## src/rtl/core/bums_ram.sv

```systemverilog
`default_nettype none

module bums_ram #(
    parameter int WIDTH = 64,
    parameter int DEPTH = 64
) (
    input  wire logic                     clk,
    input  wire logic                     we,
    input  wire logic [$clog2(DEPTH)-1:0] waddr,
    input  wire logic [WIDTH-1:0]         wdata,
    input  wire logic [$clog2(DEPTH)-1:0] raddr,
    output      logic [WIDTH-1:0]         rdata
);

    logic [WIDTH-1:0] mem_reg [DEPTH];
    logic [WIDTH-1:0] rdata_reg;

    always_ff @(posedge clk)
    begin
        if (we)
        begin
            mem_reg[waddr] <= wdata;
        end
        rdata_reg <= mem_reg[raddr];
    end

    assign rdata = rdata_reg;

endmodule

`default_nettype wire

```

## config.mk

```make
export PLATFORM = sky130hd
export DESIGN_NAME = bums_ram
export DESIGN_NICKNAME = d
export VERILOG_FILES = /design/src/rtl/core/bums_ram.sv
export SDC_FILE = /design/constraint.sdc
export NUM_CORES = 2
export LEC_CHECK = 0
export BUFFER_PORTS_ARGS = -buffer_cell sky130_fd_sc_hd__buf_4
export CAP_MARGIN = 20
export CELL_PAD_IN_SITES_DETAIL_PLACEMENT = 2
export CELL_PAD_IN_SITES_GLOBAL_PLACEMENT = 2
export CORE_ASPECT_RATIO = 1.75
export CORE_MARGIN = 10
export CORE_UTILIZATION = 46
export CTS_CLUSTER_SIZE = 30
export DETAILED_ROUTE_END_ITERATION = 16
export PLACE_DENSITY_LB_ADDON = 0.1
export SKIP_LAST_GASP = 1
export SLEW_MARGIN = 20
export SYNTH_ARGS = -nofsm -noshare
export SYNTH_HDL_FRONTEND = slang
export SYNTH_SLANG_ARGS = --single-unit
```

## constraint.sdc

```tcl
create_clock -name clk -period 6.95 [get_ports clk]
set_clock_uncertainty 0.15 [all_clocks]
set_input_delay 1.7375 -clock clk [delete_from_list [all_inputs] [get_ports clk]]
set_output_delay 1.7375 -clock clk [all_outputs]
set_load 0.05 [all_outputs]
```

==> results.md <==
* Final Hold Viols at 0
* Hold bufs inserted after CTS at 0
* Pleak at 55.3 nW
* Cell count after synthesis at between 6k and 7k
* CP max-delay cell: buf_4
* Clock tree root driver cell: clkbuf_16
* Crit share post-route at 0.626
* Syn_area_per_cell at 23.7 um2
* Met1 usage at 0.364
* CTS Sinks at 4160
* Fin util at 0.526
* Grt ovf at 0
* Max-Cap Viols at 0
* Hold depth at 4
* Yosys top cell area share at 0.787
* Critical path startpoint category: input port
* # setup viols final at 0
* Most common library cells after synthesis: edfxtp_1, mux4_2, buf_2
* Largest fanout on the critical path at approximately 90
* Grt peak-use layer: met2
* Layout cells sized above 1 at 0.285
* Met3 GRT Util at 0.0382
* EDFF count, synth at 4096
* CP Data Required Time at 7.63 ns
* Clock transition at the registers of the reported paths at 0.08 ns
* Top Ports at 142
* Port Buf Inserts at ~140
* M2 GR Usage at 0.548
* CTS tree: yes
* Count leader, synth: edfxtp_1
* Pre-antenna DRT Iters at 5
* Fmax at 230 MHz
* Post-synthesis sequential area ratio at 0.795
* Global-route wire length before repair at 761000 um
* Post-synth top area cell: edfxtp_1
* Slew HR at 0.195
* Count of final max-slew check failures at 0
* CP arrival at 5.04 ns
* Synth unique cells at 33
* Post-Syn Area at 156000 um2
* Cell Area, Placed at 165000 um2
* Endpoint class of the critical path: register
* Synth async-reset ratio at 0
* HP Class: register to register
* Via density at 6.64
* Core area at 339000 um2
* Setup bufs post-CTS at 0
* Synth Register Bits at approximately 4.2k
* Final #Nets at 7067
* Synthesized Nets at between 6k and 7k
* Largest net degree at the start of global routing at 90
* Total Routing Usage GR at 0.303
* H-tree depth at 5
* Fin Setup TNS at 0 ns
* Starting Density at 0.461
* Crit-path cells: buf_16 -> buf_4 -> nand2_1 -> o221ai_1 -> o22ai_1 -> and3_1
* Largest stage delay, worst path at ~0.82 ns
* Clock Tree Buf Depth at 4
* Ranking of synthesized cells by area: edfxtp_1, mux4_2, mux2i_1, dfxtp_1, a22oi_1
* Final ANT Viol Nets at 0
* Worst-Skew Late Latency at 0.95 ns
* DR DRC count at 0
* Site Rows at around 280
* Worst-margin pin slew at 1.21 ns
* Initial antenna violation count at 39
* Status: completed
* Die Wd at 461 um
* CTS Buf Count at around 380
* Reg2Reg Depth at 5
* Critical path class: input port to register
* Filler cell count at 28.1k
* Die Area at 365000 um2
* DRT iter0 DRCs at 9001
* Hpwl dp at roughly 290000 um
* Max FFs per register at just over 4k
* Area delta synth->final at 13.9%
* Top FF cell, synth: edfxtp_1
* Vias in the first global route at 85.6k
* Vias at between 70k and 80k
* Post-DR wirelength/cell at 47.2 um
* Placed Cells at ~11k
* Final Cell Area at 178000 um2
* Unrepaired setup endpoints after global routing: false
* Die H at 791 um
* Final min period at 4.35 ns
* Post-Route WL at between 500000 and 600000 um
* Placer Congestion at 0.760
* P per Cell Area at 300 nW/um2
* Syn. warnings at 0
* Max IR drop VDD at 0.289 mV
* WHS at 0.740 ns
* Cell Count, Final, Fillers Out at 11.7k
* Post-CTS resize count at 0
path summary, 6_finish.rpt:
path                                                start                end  slack (ns)
worst min-delay path            mem_reg[38][30]$_DFFE_PP_  rdata[30]$_DFF_P_        0.74
worst max-delay path                             raddr[0]  rdata[10]$_DFF_P_        2.60
worst min register to register  mem_reg[38][30]$_DFFE_PP_  rdata[30]$_DFF_P_        0.74
worst max register to register  mem_reg[12][46]$_DFFE_PP_  rdata[46]$_DFF_P_        4.39
report_power, final:
group	switching, mW	internal [mW]	leakage [nW]
Clock	9.94	12.8	6.34
Sequential	0.157	27.8	37.4
Combinational	1.86	0.931	11.5
Total	12.0	41.5	55.3
per-layer routing:
metal	share of wire	up-vias
met5	0.00023	-
met4	0.052	20
met3	0.057	1083
met2	0.54	3674
met1	0.35	43900
li1	-	29200
worst max-delay path: cells and delay by family:
family / cells / cell delay [ns]
AOI/OAI and AO/OA: 2 / 0.93
buffers and inverters: 2 / 1.22
and+or+nand+nor: 2 / 0.88
placed cells by master, fill, tap and decap left out, drive strengths merged, types with 18 or more instances in the layout:
master   count
a211oi      63
a22o        88
a22oi      168
a2bb2oi     19
a31oi       18
a41oi       26
and3        64
buf        380
bufinv      61
clkbuf     471
clkinv     143
dfxtp       64
edfxtp    4096
inv         25
mux2i      135
mux4      1024
nand2       58
nand3       45
nor2       112
nor2b       28
o221ai      38
o22ai       83
or2         28
or3         29
through the flow:
stage	worst slack, ns	power (mW)
2_1_floorplan	1.03	29.9
3_3_place_gp	1.71	31.1
3_5_place_dp	1.63	31.2
4_1_cts	2.60	53.8
5_1_grt	2.38	54.7
6_report	2.60	53.4
cells by family after synthesis:
group	after synthesis	share of synthesized area
muxes	1159	0.156
and+or+nand+nor	386	0.0124
DFF	4160	0.795
AOI/OAI and AO/OA	504	0.0248
buffers and inverters	389	0.0118
cell type report:
type                            instances  area, um2  area share
Antenna cell                           12       30.0    0.000169
Clock buffer                          471      10300      0.0577
Clock inverter                        220       2660      0.0149
Inverter                               19       71.3    0.000400
Multi-Input combinational cell       2049      30800       0.173
Sequential cell                      4160     124000       0.698
Tap cell                             4417       5530      0.0310
Timing Repair Buffer                  380       4460      0.0250
Power figures use the tool's default switching activity.
