--- src/rtl/core/bums_pkg.sv ---
`default_nettype none

package bums_pkg;

    localparam int DEPTH  = 64;
    localparam int KEY_W  = 32;
    localparam int ADDR_W = $clog2(DEPTH);
    // Holds 0..DEPTH.
    localparam int CNT_W  = $clog2(DEPTH + 1);
    // Pointer math: base + 2*width stays below 4*DEPTH.
    localparam int PTR_W  = CNT_W + 2;

    typedef struct packed {
        logic [KEY_W-1:0] key;
        logic [KEY_W-1:0] payload;
    } tuple_t;

    localparam int TUPLE_W = $bits(tuple_t);

    // One write port and one read port of a buffer RAM.
    typedef struct packed {
        logic              we;
        logic [ADDR_W-1:0] waddr;
        tuple_t            wdata;
        logic [ADDR_W-1:0] raddr;
    } ram_port_t;

    // Sorted beat handed to the output register.
    typedef struct packed {
        logic   load;
        tuple_t data;
        logic   last;
    } emit_t;

    // Merge step decision.
    typedef enum logic [2:0] {
        ACT_FETCH_P,
        ACT_FETCH_Q,
        ACT_TAKE_P,
        ACT_TAKE_Q,
        ACT_DONE
    } act_t;

endpackage

`default_nettype wire

--- src/rtl/core/bums_in_if.sv ---
`default_nettype none

interface bums_in_if;
    logic                       valid;
    logic                       ready;
    logic [bums_pkg::KEY_W-1:0] key;
    logic [bums_pkg::KEY_W-1:0] payload;
    logic                       final_item;

    modport source (output valid, output key, output payload, output final_item,
                    input ready);
    modport sink   (input valid, input key, input payload, input final_item,
                    output ready);
endinterface

`default_nettype wire

--- src/rtl/core/bums_pick.sv ---
`default_nettype none

module bums_pick (
    input  wire logic                       p_left,
    input  wire logic                       q_left,
    input  wire logic                       p_held,
    input  wire logic                       q_held,
    input  wire logic [bums_pkg::KEY_W-1:0] key_p,
    input  wire logic [bums_pkg::KEY_W-1:0] key_q,
    output      bums_pkg::act_t             act
);

    // Fill missing heads first, then take the smaller key; ties go right.
    always_comb
    begin
        if (p_left && !p_held)
        begin
            act = bums_pkg::ACT_FETCH_P;
        end
        else if (q_left && !q_held)
        begin
            act = bums_pkg::ACT_FETCH_Q;
        end
        else if (p_left && q_left)
        begin
            act = (key_p < key_q) ? bums_pkg::ACT_TAKE_P : bums_pkg::ACT_TAKE_Q;
        end
        else if (p_left)
        begin
            act = bums_pkg::ACT_TAKE_P;
        end
        else if (q_left)
        begin
            act = bums_pkg::ACT_TAKE_Q;
        end
        else
        begin
            act = bums_pkg::ACT_DONE;
        end
    end

endmodule

`default_nettype wire

--- src/rtl/core/bums_seq.sv ---
`default_nettype none

module bums_seq (
    input  wire logic                clk,
    input  wire logic                rst_n,
    bums_in_if.sink                  tuple_in,
    input  wire logic                out_free,
    input  wire bums_pkg::tuple_t    rdata_a,
    input  wire bums_pkg::tuple_t    rdata_b,
    output      bums_pkg::ram_port_t ram_a,
    output      bums_pkg::ram_port_t ram_b,
    output      bums_pkg::emit_t     emit
);

    typedef enum logic [2:0] {
        S_LOAD,
        S_SEG,
        S_RUN,
        S_WAIT_P,
        S_WAIT_Q,
        S_EM_RD,
        S_EM_WAIT
    } state_t;

    localparam int PW = bums_pkg::PTR_W;
    localparam int CW = bums_pkg::CNT_W;
    localparam int AW = bums_pkg::ADDR_W;

    state_t           state_reg, state_next;
    logic [CW-1:0]    cnt_reg, cnt_next;
    logic [CW-1:0]    n_reg, n_next;
    logic [PW-1:0]    width_reg, width_next;
    logic [PW-1:0]    base_reg, base_next;
    logic [PW-1:0]    mid_reg, mid_next;
    logic [PW-1:0]    hi_reg, hi_next;
    logic [PW-1:0]    p_reg, p_next;
    logic [PW-1:0]    q_reg, q_next;
    logic [PW-1:0]    wr_reg, wr_next;
    bums_pkg::tuple_t head_p_reg, head_p_next;
    bums_pkg::tuple_t head_q_reg, head_q_next;
    logic             hp_v_reg, hp_v_next;
    logic             hq_v_reg, hq_v_next;
    logic             src_b_reg, src_b_next;

    logic             accept;
    logic             room;
    logic [CW-1:0]    n_new;
    logic [PW-1:0]    n_ext;
    logic [PW-1:0]    mid_sum, mid_cl, hi_sum, hi_cl;
    logic [PW-1:0]    two_w, base_step;
    bums_pkg::act_t   act;
    logic             run_take;
    bums_pkg::tuple_t take_tuple;
    bums_pkg::tuple_t src_data;
    logic [AW-1:0]    rd_addr;
    logic             load_we;

    bums_pick u_pick (
        .p_left (p_reg < mid_reg),
        .q_left (q_reg < hi_reg),
        .p_held (hp_v_reg),
        .q_held (hq_v_reg),
        .key_p  (head_p_reg.key),
        .key_q  (head_q_reg.key),
        .act    (act)
    );

    assign tuple_in.ready = (state_reg == S_LOAD);
    assign accept         = tuple_in.valid && (state_reg == S_LOAD);
    assign room           = (cnt_reg < CW'(bums_pkg::DEPTH));
    assign n_new          = cnt_reg + CW'(room);
    assign n_ext          = PW'(n_reg);

    assign mid_sum   = base_reg + width_reg;
    assign mid_cl    = (mid_sum > n_ext) ? n_ext : mid_sum;
    assign hi_sum    = mid_cl + width_reg;
    assign hi_cl     = (hi_sum > n_ext) ? n_ext : hi_sum;
    assign two_w     = width_reg << 1;
    assign base_step = base_reg + two_w;

    assign run_take   = (state_reg == S_RUN)
                        && ((act == bums_pkg::ACT_TAKE_P) || (act == bums_pkg::ACT_TAKE_Q));
    assign take_tuple = (act == bums_pkg::ACT_TAKE_P) ? head_p_reg : head_q_reg;
    assign src_data   = src_b_reg ? rdata_b : rdata_a;
    assign load_we    = accept && room;
    assign rd_addr    = ((state_reg == S_RUN) && (act == bums_pkg::ACT_FETCH_Q))
                        ? q_reg[AW-1:0] : p_reg[AW-1:0];

    // Loads go to the primary buffer; a merge writes the buffer it is not reading.
    always_comb
    begin
        ram_a.we    = load_we || (run_take && src_b_reg);
        ram_a.waddr = (state_reg == S_LOAD) ? cnt_reg[AW-1:0] : wr_reg[AW-1:0];
        ram_a.wdata = (state_reg == S_LOAD)
                      ? bums_pkg::tuple_t'({tuple_in.key, tuple_in.payload}) : take_tuple;
        ram_a.raddr = rd_addr;
        ram_b.we    = run_take && !src_b_reg;
        ram_b.waddr = wr_reg[AW-1:0];
        ram_b.wdata = take_tuple;
        ram_b.raddr = rd_addr;
    end

    always_comb
    begin
        emit.load = (state_reg == S_EM_WAIT);
        emit.data = src_data;
        emit.last = ((p_reg + PW'(1)) == n_ext);
    end

    always_comb
    begin
        state_next  = state_reg;
        cnt_next    = cnt_reg;
        n_next      = n_reg;
        width_next  = width_reg;
        base_next   = base_reg;
        mid_next    = mid_reg;
        hi_next     = hi_reg;
        p_next      = p_reg;
        q_next      = q_reg;
        wr_next     = wr_reg;
        head_p_next = head_p_reg;
        head_q_next = head_q_reg;
        hp_v_next   = hp_v_reg;
        hq_v_next   = hq_v_reg;
        src_b_next  = src_b_reg;

        case (state_reg)
            S_LOAD:
            begin
                if (accept)
                begin
                    cnt_next = n_new;
                    if (tuple_in.final_item)
                    begin
                        n_next     = n_new;
                        cnt_next   = '0;
                        src_b_next = 1'b0;
                        width_next = PW'(1);
                        base_next  = '0;
                        p_next     = '0;
                        state_next = (n_new <= CW'(1)) ? S_EM_RD : S_SEG;
                    end
                end
            end
            S_SEG:
            begin
                mid_next   = mid_cl;
                hi_next    = hi_cl;
                p_next     = base_reg;
                q_next     = mid_cl;
                wr_next    = base_reg;
                hp_v_next  = 1'b0;
                hq_v_next  = 1'b0;
                state_next = S_RUN;
            end
            S_RUN:
            begin
                case (act)
                    bums_pkg::ACT_FETCH_P: state_next = S_WAIT_P;
                    bums_pkg::ACT_FETCH_Q: state_next = S_WAIT_Q;
                    bums_pkg::ACT_TAKE_P:
                    begin
                        p_next    = p_reg + PW'(1);
                        wr_next   = wr_reg + PW'(1);
                        hp_v_next = 1'b0;
                    end
                    bums_pkg::ACT_TAKE_Q:
                    begin
                        q_next    = q_reg + PW'(1);
                        wr_next   = wr_reg + PW'(1);
                        hq_v_next = 1'b0;
                    end
                    default:
                    begin
                        if (base_step >= n_ext)
                        begin
                            width_next = two_w;
                            src_b_next = !src_b_reg;
                            base_next  = '0;
                            p_next     = '0;
                            state_next = (two_w >= n_ext) ? S_EM_RD : S_SEG;
                        end
                        else
                        begin
                            base_next  = base_step;
                            state_next = S_SEG;
                        end
                    end
                endcase
            end
            S_WAIT_P:
            begin
                head_p_next = src_data;
                hp_v_next   = 1'b1;
                state_next  = S_RUN;
            end
            S_WAIT_Q:
            begin
                head_q_next = src_data;
                hq_v_next   = 1'b1;
                state_next  = S_RUN;
            end
            S_EM_RD:
            begin
                if (out_free)
                begin
                    state_next = S_EM_WAIT;
                end
            end
            S_EM_WAIT:
            begin
                p_next     = p_reg + PW'(1);
                state_next = emit.last ? S_LOAD : S_EM_RD;
            end
            default:
            begin
                state_next = S_LOAD;
            end
        endcase
    end

    always_ff @(posedge clk or negedge rst_n)
    begin
        if (!rst_n)
        begin
            state_reg <= S_LOAD;
            cnt_reg   <= '0;
            n_reg     <= '0;
            width_reg <= '0;
            base_reg  <= '0;
            mid_reg   <= '0;
            hi_reg    <= '0;
            p_reg     <= '0;
            q_reg     <= '0;
            wr_reg    <= '0;
            hp_v_reg  <= 1'b0;
            hq_v_reg  <= 1'b0;
            src_b_reg <= 1'b0;
        end
        else
        begin
            state_reg  <= state_next;
            cnt_reg    <= cnt_next;
            n_reg      <= n_next;
            width_reg  <= width_next;
            base_reg   <= base_next;
            mid_reg    <= mid_next;
            hi_reg     <= hi_next;
            p_reg      <= p_next;
            q_reg      <= q_next;
            wr_reg     <= wr_next;
            head_p_reg <= head_p_next;
            head_q_reg <= head_q_next;
            hp_v_reg   <= hp_v_next;
            hq_v_reg   <= hq_v_next;
            src_b_reg  <= src_b_next;
        end
    end

endmodule

`default_nettype wire

--- src/flat_wrapper.sv ---
// flat-port wrapper written by rule: the top's interface ports become plain ports
module bums_seq_flat 
  (clk, rst_n, out_free, rdata_a, rdata_b, ram_a, ram_b, emit, tuple_in_valid, tuple_in_key, tuple_in_payload, tuple_in_final_item, tuple_in_ready);
  bums_in_if tuple_in_i ();
  input  wire logic clk;
  input  wire logic rst_n;
  input  wire logic out_free;
  input  wire bums_pkg::tuple_t rdata_a;
  input  wire bums_pkg::tuple_t rdata_b;
  output      bums_pkg::ram_port_t ram_a;
  output      bums_pkg::ram_port_t ram_b;
  output      bums_pkg::emit_t emit;
  input wire logic [$bits(tuple_in_i.valid)-1:0] tuple_in_valid;
  input wire logic [$bits(tuple_in_i.key)-1:0] tuple_in_key;
  input wire logic [$bits(tuple_in_i.payload)-1:0] tuple_in_payload;
  input wire logic [$bits(tuple_in_i.final_item)-1:0] tuple_in_final_item;
  output wire logic [$bits(tuple_in_i.ready)-1:0] tuple_in_ready;
  assign tuple_in_i.valid = tuple_in_valid;
  assign tuple_in_i.key = tuple_in_key;
  assign tuple_in_i.payload = tuple_in_payload;
  assign tuple_in_i.final_item = tuple_in_final_item;
  assign tuple_in_ready = tuple_in_i.ready;
  bums_seq u_core (.clk(clk), .rst_n(rst_n), .tuple_in(tuple_in_i), .out_free(out_free), .rdata_a(rdata_a), .rdata_b(rdata_b), .ram_a(ram_a), .ram_b(ram_b), .emit(emit));
endmodule
--- config.mk ---
export PLATFORM = sky130hd
export DESIGN_NAME = bums_seq_flat
export DESIGN_NICKNAME = d
export VERILOG_FILES = /design/src/rtl/core/bums_pkg.sv /design/src/rtl/core/bums_in_if.sv /design/src/rtl/core/bums_pick.sv /design/src/rtl/core/bums_seq.sv /design/src/flat_wrapper.sv
export SDC_FILE = /design/constraint.sdc
export NUM_CORES = 1
export LEC_CHECK = 0
export BUFFER_PORTS_ARGS = -buffer_cell sky130_fd_sc_hd__buf_2
export CAP_MARGIN = 20
export CORE_MARGIN = 5
export CORE_UTILIZATION = 47
export DETAILED_ROUTE_END_ITERATION = 12
export HOLD_SLACK_MARGIN = 0.02
export PLACE_DENSITY = 0.79
export SLEW_MARGIN = 10
export SYNTH_ARGS = -nofsm -noshare
export SYNTH_HDL_FRONTEND = slang
export SYNTH_SLANG_ARGS = --single-unit
export TNS_END_PERCENT = 50
--- constraint.sdc ---
create_clock -name clk -period 5.61 [get_ports clk]
set_input_delay 1.122 -clock clk [delete_from_list [all_inputs] [get_ports clk]]
set_output_delay 1.122 -clock clk [all_outputs]
set_load 0.1 [all_outputs]
==> results of run 1 <==
==> per-layer routing <==
layer | up-vias | track usage (%)
li1 | 5314 | -
met3 | 102 | 5.58
met1 | 5518 | 34.1
met4 | 2 | 10.3
met2 | 460 | 45.4
met5 | - | 0
==> stage by stage <==
step | hold slack (ns) | std cells | utilization, %
finish | 0.487 | 2062 | 60.5
global route | 0.508 | 2061 | 60.5
CTS | 0.486 | 2046 | 59.6
detailed placement | 0.474 | 2002 | 56.6
global placement | 0.463 | 2002 | 56.6
floorplan | 0.449 | 1229 | -
==> Yosys cell counts, types with 3 or more instances <==
| cell type | instances | area (µm²) |
|---|---|---|
| dfrtp_1 | 79 | 1980 |
| nand4_1 | 9 | 56.3 |
| a21o_1 | 11 | 82.6 |
| mux2i_1 | 16 | 160 |
| and3_1 | 11 | 68.8 |
| nor2b_1 | 9 | 56.3 |
| ha_1 | 100 | 1250 |
| o22ai_1 | 6 | 37.5 |
| o21ai_0 | 45 | 225 |
| a211o_1 | 3 | 26.3 |
| nand2b_1 | 8 | 50.1 |
| mux2_4 | 6 | 90.1 |
| buf_1 | 4 | 15.0 |
| or3_1 | 9 | 56.3 |
| nor4_1 | 4 | 25.0 |
| o211ai_1 | 3 | 22.5 |
| inv_1 | 83 | 312 |
| mux2_2 | 165 | 1860 |
| nor2_1 | 160 | 601 |
| xor2_1 | 9 | 78.8 |
| a21oi_1 | 57 | 285 |
| a211oi_1 | 9 | 67.6 |
| a31oi_1 | 3 | 18.8 |
| o21a_1 | 10 | 75.1 |
| a21boi_0 | 4 | 30.0 |
| edfxtp_1 | 128 | 3840 |
| o21ai_1 | 9 | 45.0 |
| nor3_1 | 17 | 85.1 |
| or2_2 | 3 | 18.8 |
| o31ai_1 | 3 | 22.5 |
| a2111oi_0 | 3 | 26.3 |
| or4_1 | 4 | 30.0 |
| and2_1 | 9 | 56.3 |
| a22o_1 | 14 | 123 |
| buf_4 | 12 | 90.1 |
| xnor2_1 | 22 | 193 |
| a32oi_1 | 3 | 26.3 |
| nand3_1 | 27 | 135 |
| nor3b_1 | 3 | 22.5 |
| buf_2 | 4 | 20.0 |
| clkbuf_1 | 33 | 124 |
| nand2_1 | 73 | 274 |
==> worst max-delay path by stage <==
stage,start,endpoint,slack [ns],depth (start not counted)
after CTS,u_core.base_reg[2],u_core.hi_reg[2],0.004,28
after global placement,u_core.base_reg[2],u_core.hi_reg[2],0.15,28
after floorplan,u_core.base_reg[2],u_core.hi_reg[0],0.08,28
after detailed placement,u_core.base_reg[2],u_core.hi_reg[2],0.02,28
final,u_core.width_reg[2],u_core.hi_reg[2],0.14,28
after global routing,u_core.width_reg[1],u_core.hi_reg[2],-0.12,28
==> kinds of logic (layout without fill, tap and decap cells) <==
logic type / Yosys count / in the layout / synth area share [%]
fa+ha+maj: 102 / 102 / 9.88
flops: 207 / 207 / 44.5
xor+xnor: 31 / 31 / 2.08
mux: 187 / 187 / 16.1
other cells: 1 / 12 / 0.0287
compound gates: 209 / 209 / 10.5
simple gates: 353 / 353 / 12.4
buf+inv: 139 / 583 / 4.50
==> power by group through the flow <==
stage | Sequential [mW] | Combinational (mW) | Clock [mW]
2_1_floorplan | 1.66 | 0.225 | 0
3_3_place_gp | 1.66 | 0.350 | 0
3_5_place_dp | 1.66 | 0.355 | 0
4_1_cts | 1.63 | 0.356 | 1.62
5_1_grt | 1.63 | 0.371 | 1.69
6_report | 1.63 | 0.355 | 1.60
==> what timing repair did <==
item                                   4_1_cts  5_1_grt
endpoints found under the hold margin        0        0
setup endpoints to repair                    2        7
resized for setup                            1       41
setup buffers                                0        5
pin swaps                                    0       25
==> placed cells by master (no fill, tap or decap), types with 8 or more instances in the layout <==
cell type  netlist  routed
buf_2            4     416
mux2_2         165     165
nor2_1         160     154
edfxtp_1       128     128
ha_1           100      95
inv_1           83      82
dfrtp_1         79      78
nand2_1         73      72
a21oi_1         57      54
o21ai_0         45      43
buf_4           12      39
nand3_1         27      27
clkbuf_16        0      24
xnor2_1         22      19
nor3_1          17      16
a22o_1          14      14
mux2i_1         16      12
diode_2          0      11
a21o_1          11      11
o21a_1          10      10
o21ai_1          9      10
xor2_1           9       9
and3_1          11       9
and2_1           9       9
nand4_1          9       9
or3_1            9       8
nand2b_1         8       8
==> critical path, delay by kind of cell, from the launching register on <==
family	cells	cell delay, ns
AOI/OAI and AO/OA	10	1.86
adders and majority gates	5	1.41
and+or+nand+nor	6	0.63
DFF	1	0.41
muxes	2	0.39
xor gates and xnor gates	2	0.35
buffers and inverters	3	0.29
==> cell type report <==
cell class,count,area (µm²)
Tap cell,378,473
Inverter,83,312
Fill cell,2354,10900
Sequential cell,207,5820
Clock inverter,6,90.1
Clock buffer,38,723
Timing Repair Buffer,456,2390
Antenna cell,11,27.5
Multi-Input combinational cell,883,6870
==> flow_metrics.tcl, run 1 <==
set metrics [dict create \
    finalSetupViolCount 0 \
    drt-met1-wl_um 17300 \
    skew_ns 0.0201 \
    synthArstFlopShare_pct 38.2 \
    required_ns 5.99 \
    timing.rr.end "u_core.hi_reg[2]" \
    synth_edf_count 128 \
    post-route-drc-count 0 \
    portBuffers 417 \
    cts_hold_buf 0 \
    startpoint_type "register" \
    synthFlopType "edfxtp_1" \
    critPathCaptureType "register" \
    outcome "finished clean" \
    clock_path_buffers 3 \
    coreArea_mm2 0.0276 \
    globalRouteOverflowTotal 0 \
    io_pins 418 \
    drv_slew 0 \
    ys_seq_area_share_pct 44.5 \
    path_clk_slew_ns 0.06 \
    die_w_um 177 \
    worstPathArrival_ns 5.85 \
    path_class "reg2reg" \
    via_count 11396 \
    placed_cell_area_mm2 0.0156 \
    r2r_slack_ns 0.14 \
    worstHoldPathCells 1 \
    critPathMaxStageDelay_ns 0.47 \
    fmax_ghz 0.183 \
    nets 1954 \
    combPwrFrac_pct 9.9 \
    drive_above_1_share_pct 42.6 \
    p_int_mw 2.69 \
    highest_layer "met5" \
    synth_cell_types 71 \
    die_h_um 177 \
    syn_nets 1528 \
    grt_pass1_wl_um 65500 \
    p_per_area_mw_per_mm2 214 \
    drtPass1Iterations 5 \
    p_clk_share_pct 44.6 \
    pwr-share-seq_pct 45.5 \
    ant_nets 0 \
    post-route-period-util_pct 97.5 \
    slowest_stage "a311o_2" \
    h-tree-depth 1 \
    hold_path.class "reg2reg" \
    r2r_start "u_core.width_reg[2]" \
    ys.warnings.count 0 \
    min_period_ns 5.47 \
    cap_violations 0 \
    vias_per_cell 5.53 \
    rsz0062_at_grt "yes" \
    power.switching_mw 0.893 \
    wl_met2_um 22200 \
    min_from "u_core.mid_reg[2]" \
    rr_worst_depth 28 \
    initial_utilization_pct 47.3 \
    leakage_nw 7.95 \
    gp_congestion 0.945 \
    die-area_mm2 0.0313 \
    row_count 61 \
    grt_max_degree 73 \
    antenna_found_initial 14 \
    cts_buffers 24 \
    worst_pin_slew_ns 1.07 \
    tns_ns 0 \
    cts_tree "yes" \
    grt_pass1_vias 11414 \
    p_total_mw 3.58 \
    syn_area_per_cell_um2 10.6 \
    cts_sinks 207 \
    routed_wirelength_um 44200 \
    peakVddDrop_mv 0.266 \
    critPathMaxFanout 7 \
    netlist_area_mm2 0.0131 \
    fin_area_mm2 0.0167 \
    place_hpwl_um 34000 \
    pre_cts_slack_ns 0.0172 \
    ys_seq_elements 207 \
    route.met3.wl_um 3050 \
    worst_slack_ns 0.141 \
    hold_path_end "u_core.mid_reg[2]" \
    grtUsageTotal_pct 26.9 \
    syn_inst 1229 \
    area_growth_pct 27.8 \
    finalHoldViolCount 0 \
    maxSlewHeadroom_pct 27.9 \
    swShare_pct 24.9 \
    clk_latency_ns 0.53 \
    wl_per_cell_um 21.4 \
    drtIter0Drc 789 \
    root_buffer "clkbuf_16" \
]
Note: power is estimated with default switching activity, not from simulation.
==> inputs of run 2 (changes only) <==
--- a/config.mk
+++ b/config.mk
@@ -12,6 +12,7 @@
 export DETAILED_ROUTE_END_ITERATION = 12
 export HOLD_SLACK_MARGIN = 0.02
 export PLACE_DENSITY = 0.79
+export RECOVER_POWER = 50
 export SLEW_MARGIN = 10
 export SYNTH_ARGS = -nofsm -noshare
 export SYNTH_HDL_FRONTEND = slang
==> run 2 against run 1 <==
The flow now finishes with violations (max-capacitance violations, max-slew violations). Total power fell by 0.14%. Critical path depth did not move. Via count barely moved. Maximum frequency barely moved.
==> flow_metrics.tcl, run 2 (synthesis results as in run 1) <==
set metrics [dict create \
    drv_slew 205 \
    portBuffers 417 \
    maxSlewHeadroom_pct -51.7 \
    path_class "reg2reg" \
    r2r_start "u_core.width_reg[2]" \
    critPathMaxStageDelay_ns 0.47 \
    fin_area_mm2 0.0167 \
    swShare_pct 25.0 \
    clock_path_buffers 3 \
    hold_path.class "reg2reg" \
    p_int_mw 2.68 \
    wl_per_cell_um 21.4 \
    min_period_ns 5.47 \
    final_common_cell "buf_2" \
    place_hpwl_um 34000 \
    finalHoldViolCount 0 \
    routed_wirelength_um 44200 \
    die_w_um 177 \
    clk_latency_ns 0.53 \
    required_ns 5.99 \
    p_per_area_mw_per_mm2 214 \
    vias_per_cell 5.53 \
    critPathCaptureType "register" \
    post-route-period-util_pct 97.4 \
    finalSetupViolCount 0 \
    die_h_um 177 \
    slowest_stage "a311o_2" \
    gp_congestion 0.945 \
    hold_path_end "u_core.mid_reg[2]" \
    startpoint_type "register" \
    outcome "complete, but fails checks" \
    via_count 11402 \
    root_buffer "clkbuf_16" \
    rr_worst_depth 28 \
    coreArea_mm2 0.0276 \
    cap_violations 4 \
    fin_util_pct 60.4 \
    area_growth_pct 27.6 \
    leakage_nw 7.92 \
    drtPass1Iterations 5 \
    drtIter0Drc 784 \
    pwr-share-seq_pct 45.5 \
    h-tree-depth 1 \
    grt_pass1_vias 11414 \
    timing.rr.end "u_core.hi_reg[2]" \
    mostFrequentLayoutCells "410 x buf_2, 154 x nor2_1, 128 x edfxtp_1, 101 x mux2_2, 95 x ha_1" \
    antenna_found_initial 15 \
    combPwrFrac_pct 9.7 \
    worstPathArrival_ns 5.84 \
    initial_utilization_pct 47.3 \
    post-route-drc-count 0 \
    cts_sinks 207 \
    globalRouteOverflowTotal 0 \
    grtUsageTotal_pct 26.9 \
    num-fill-cells 2357 \
    grt_max_degree 73 \
    p_clk_share_pct 44.7 \
    ant_nets 0 \
    path_clk_slew_ns 0.06 \
    worst_pin_slew_ns 2.28 \
    die-area_mm2 0.0313 \
    cts_hold_buf 0 \
    fmax_ghz 0.183 \
    skew_ns 0.0213 \
    drive_above_1_share_pct 38.1 \
    row_count 61 \
    placed_cell_area_mm2 0.0156 \
    worstHoldPathCells 1 \
    violations "max-capacitance violations, max-slew violations" \
    io_pins 418 \
    grt_pass1_wl_um 65500 \
    rsz0062_at_grt "yes" \
    critPathMaxFanout 7 \
    cts_buffers 24 \
    cts_tree "yes" \
    power.switching_mw 0.894 \
    min_from "u_core.mid_reg[2]" \
    nets 1954 \
    r2r_slack_ns 0.14 \
    peakVddDrop_mv 0.266 \
]
## run 2: cell count changes in the layout (fill, tap and decap cells not counted), moves of 3 or more
cell      change
buf_2         -6
mux2_2       -64
buf_4         -3
mux2_1       +64
clkbuf_1      +8
## run 2: power groups by stage
stage / Combinational, mW / Sequential (mW) / Clock, mW
5_1_grt: 0.364 / 1.63 / 1.69
3_5_place_dp: 0.355 / 1.66 / 0
4_1_cts: 0.356 / 1.63 / 1.62
6_report: 0.348 / 1.63 / 1.60
3_3_place_gp: 0.350 / 1.66 / 0
2_1_floorplan: 0.225 / 1.66 / 0
## run 2: worst max-delay path: cells and delay by family, from the launching register on
kind / cells / cell delay, ns
flops: 1 / 0.41
mux: 2 / 0.38
simple gates: 6 / 0.62
buf+inv: 3 / 0.29
xor+xnor: 2 / 0.35
compound gates: 10 / 1.86
fa+ha+maj: 5 / 1.41
## run 2: what timing repair did
| item | CTS | global route |
|---|---|---|
| resized for setup | 1 | 41 |
| setup endpoints to repair | 2 | 7 |
| buffers inserted | 0 | 5 |
| pin swaps | 0 | 25 |
## run 2: how the worst max path moves through the flow
stage                              startpoint          endpoint  slack (ns)  depth (start not counted)
after floorplan            u_core.base_reg[2]  u_core.hi_reg[0]        0.08                         28
after global placement     u_core.base_reg[2]  u_core.hi_reg[2]        0.15                         28
after detailed placement   u_core.base_reg[2]  u_core.hi_reg[2]        0.02                         28
after CTS                  u_core.base_reg[2]  u_core.hi_reg[2]       0.004                         28
after global routing      u_core.width_reg[1]  u_core.hi_reg[2]       -0.12                         28
final                     u_core.width_reg[2]  u_core.hi_reg[2]        0.14                         28
## run 2: metrics by stage
| stage | setup WS (ns) | instances | TNS (ns) | power [mW] | hold WS [ns] |
|---|---|---|---|---|---|
| 2_1_floorplan | 0.0768 | 1229 | 0 | 1.88 | 0.449 |
| 3_3_place_gp | 0.152 | 2002 | 0 | 2.01 | 0.463 |
| 3_5_place_dp | 0.0172 | 2002 | 0 | 2.01 | 0.474 |
| 4_1_cts | 0.00431 | 2046 | 0 | 3.61 | 0.486 |
| 5_1_grt | -0.120 | 2061 | -0.667 | 3.68 | 0.508 |
| 6_report | 0.145 | 2063 | 0 | 3.58 | 0.492 |
## run 2: layer usage
layer / part of all wire, % / GRT usage (%) / up-vias
met5: 0.029 / 0 / -
met4: 3.5 / 10.3 / 2
met3: 7.1 / 5.58 / 98
met2: 50 / 45.4 / 463
met1: 39 / 34.1 / 5526
li1: - / - / 5313
## run 2: cell type report
class                      count  area, µm²  area share [%]
multi-input combinational    883       6860            41.1
sequential                   207       5820            34.9
antenna                       12       30.0           0.180
clock inverter                 6       90.1           0.540
tap                          378        473            2.83
inverter                      83        312            1.87
clock buffer                  38        723            4.33
timing repair buffer         456       2380            14.2
==> inputs of run 3 (changes only) <==
--- a/config.mk
+++ b/config.mk
@@ -8,10 +8,10 @@
 export BUFFER_PORTS_ARGS = -buffer_cell sky130_fd_sc_hd__buf_2
 export CAP_MARGIN = 20
 export CORE_MARGIN = 5
-export CORE_UTILIZATION = 47
+export CORE_UTILIZATION = 32
 export DETAILED_ROUTE_END_ITERATION = 12
 export HOLD_SLACK_MARGIN = 0.02
-export PLACE_DENSITY = 0.79
+export PLACE_DENSITY = 0.58
 export RECOVER_POWER = 50
 export SLEW_MARGIN = 10
 export SYNTH_ARGS = -nofsm -noshare
==> run 3 against run 2 <==
The flow still finishes with violations (max-capacitance violations, max-slew violations). Sequential cell count is the same. Clock skew is 0.011 ns lower. Cell area grew 2.4%. Total power increased by 5.1%. Critical path depth stayed put. Die area rose by 44%. Worst setup slack gained 0.0096 ns. Combinational power fell by 1%. Sequential share of layout area decreased by 0.80 points. Largest cell class unchanged.
==> flow_metrics.tcl, run 3 (synthesis results as in run 1) <==
set metrics [dict create \
    h-tree-depth 1 \
    leakage_nw 8.02 \
    cts_hold_buf 0 \
    finalSetupViolCount 0 \
    fmax_ghz 0.183 \
    final_common_cell "buf_2" \
    cts_sinks 207 \
    io_pins 418 \
    grt_max_degree 73 \
    path_class "reg2reg" \
    cts_buffers 26 \
    clock_path_buffers 3 \
    globalRouteOverflowTotal 0 \
    min_period_ns 5.46 \
    routed_wirelength_um 46100 \
    busiest_layer "met2" \
    grtUsageTotal_pct 19.3 \
    finalHoldViolCount 0 \
    critPathMaxStageDelay_ns 0.43 \
    maxSlewHeadroom_pct -122 \
    critPathMaxFanout 7 \
    post-route-period-util_pct 97.2 \
    die-area_mm2 0.0450 \
    root_buffer "clkbuf_16" \
    violations "max-capacitance violations, max-slew violations" \
    worst_pin_slew_ns 3.33 \
    nets 1962 \
    portBuffers 417 \
    row_count 74 \
    path_clk_slew_ns 0.06 \
    cts_tree "yes" \
    die_h_um 212 \
    startpoint_type "register" \
    wl_per_cell_um 20.7 \
    initial_utilization_pct 32.2 \
    ant_nets 0 \
    post-route-drc-count 0 \
    grt_use_met2_pct 33.5 \
    drtIter0Drc 618 \
    area_growth_pct 30.6 \
    antenna_found_initial 14 \
    grt_pass1_wl_um 67700 \
    coreArea_mm2 0.0406 \
    placed_cell_area_mm2 0.0159 \
    use_met1_pct 23.2 \
    required_ns 5.98 \
    slowest_stage "a311o_2" \
    place_hpwl_um 35400 \
    skew_ns 0.0104 \
    cap_violations 2 \
    tns_ns 0 \
    rsz0062_at_grt "yes" \
    die_w_um 212 \
    drv_slew 100 \
    grt_use_met3_pct 5.18 \
    vias_per_cell 5.01 \
    r2r_slack_ns 0.15 \
    worstPathArrival_ns 5.82 \
    clk_latency_ns 0.53 \
    drtPass1Iterations 5 \
    hold_path.class "reg2reg" \
    grt_pass1_vias 11439 \
    peakVddDrop_mv 0.193 \
    via_count 11156 \
    fin_area_mm2 0.0171 \
    outcome "complete, but fails checks" \
    gp_congestion 0.930 \
    critPathCaptureType "register" \
    drive_above_1_share_pct 39.0 \
    mostFrequentLayoutCells "416 x buf_2, 155 x nor2_1, 128 x edfxtp_1, 101 x mux2_2, 94 x ha_1" \
    p_per_area_mw_per_mm2 220 \
]
[run 3: cell types whose count changed in the layout (fill, tap and decap cells not counted), moves of 4 or more]
cell	previous run	this run
buf_4	36	42
mux2i_4	0	4
clkbuf_1	15	2
mux2i_2	4	0
buf_2	410	416
[run 3: where the power goes]
part           total [mW]  internal [mW]  switching [mW]
Clock                1.79           1.11           0.678
Sequential           1.63           1.63               0
Combinational       0.343         0.0798           0.264
[run 3: worst max-delay path: cells and delay by family (launching register included)]
family / cells / cell delay [ns]
AND/OR/NAND/NOR: 6 / 0.59
XOR/XNOR: 2 / 0.38
flip-flops: 1 / 0.41
buffers and inverters: 3 / 0.29
adder cells (fa/ha/maj): 5 / 1.38
AO/OA/AOI/OAI: 10 / 1.84
multiplexers: 2 / 0.39
[run 3: worst paths after layout]
check	from	end	cells after the start
worst max-delay path	u_core.width_reg[2]	u_core.hi_reg[6]	28
worst min-delay path	u_core.mid_reg[8]	u_core.mid_reg[8]	2
worst max register to register	u_core.width_reg[2]	u_core.hi_reg[6]	28
worst min register to register	u_core.mid_reg[8]	u_core.mid_reg[8]	2
max in group asynchronous	rst_n	u_core.p_reg[5]	2
min in group asynchronous	rst_n	u_core.wr_reg[3]	1
[run 3: cell type report]
class	instances	area (µm²)
repair buffers	462	2440
clock buffers	32	734
well taps	532	666
diodes	11	27.5
multi-input cells	883	6900
fillers	3938	23600
flip-flops and latches	207	5820
inverters	83	312
clock inverters	15	186
[run 3: timing repair]
item | 4_1_cts | 5_1_grt
setup buffers | 1 | 5
endpoints found under the setup margin | 7 | 7
gates resized for setup | 4 | 37
pin swaps | 4 | 26
cloned | 0 | 0
[run 3: stage by stage]
step	worst slack, ns	cells	hold WS (ns)	utilization [%]	power, mW
CTS	0.0425	2209	0.502	41.4	3.80
detailed placement	-0.0925	2161	0.489	39.1	2.01
global route	-0.0963	2222	0.512	42.0	3.88
finish	0.154	2225	0.490	42.0	3.76
floorplan	0.0768	1229	0.449	-	1.88
global placement	0.118	2161	0.468	39.1	2.01
[run 3: layer usage]
metal | up-vias | part of all wire [%]
li1 | 5331 | -
met1 | 5408 | 40
met2 | 340 | 51
met3 | 71 | 6.4
met4 | 6 | 2.9
met5 | - | 0.11
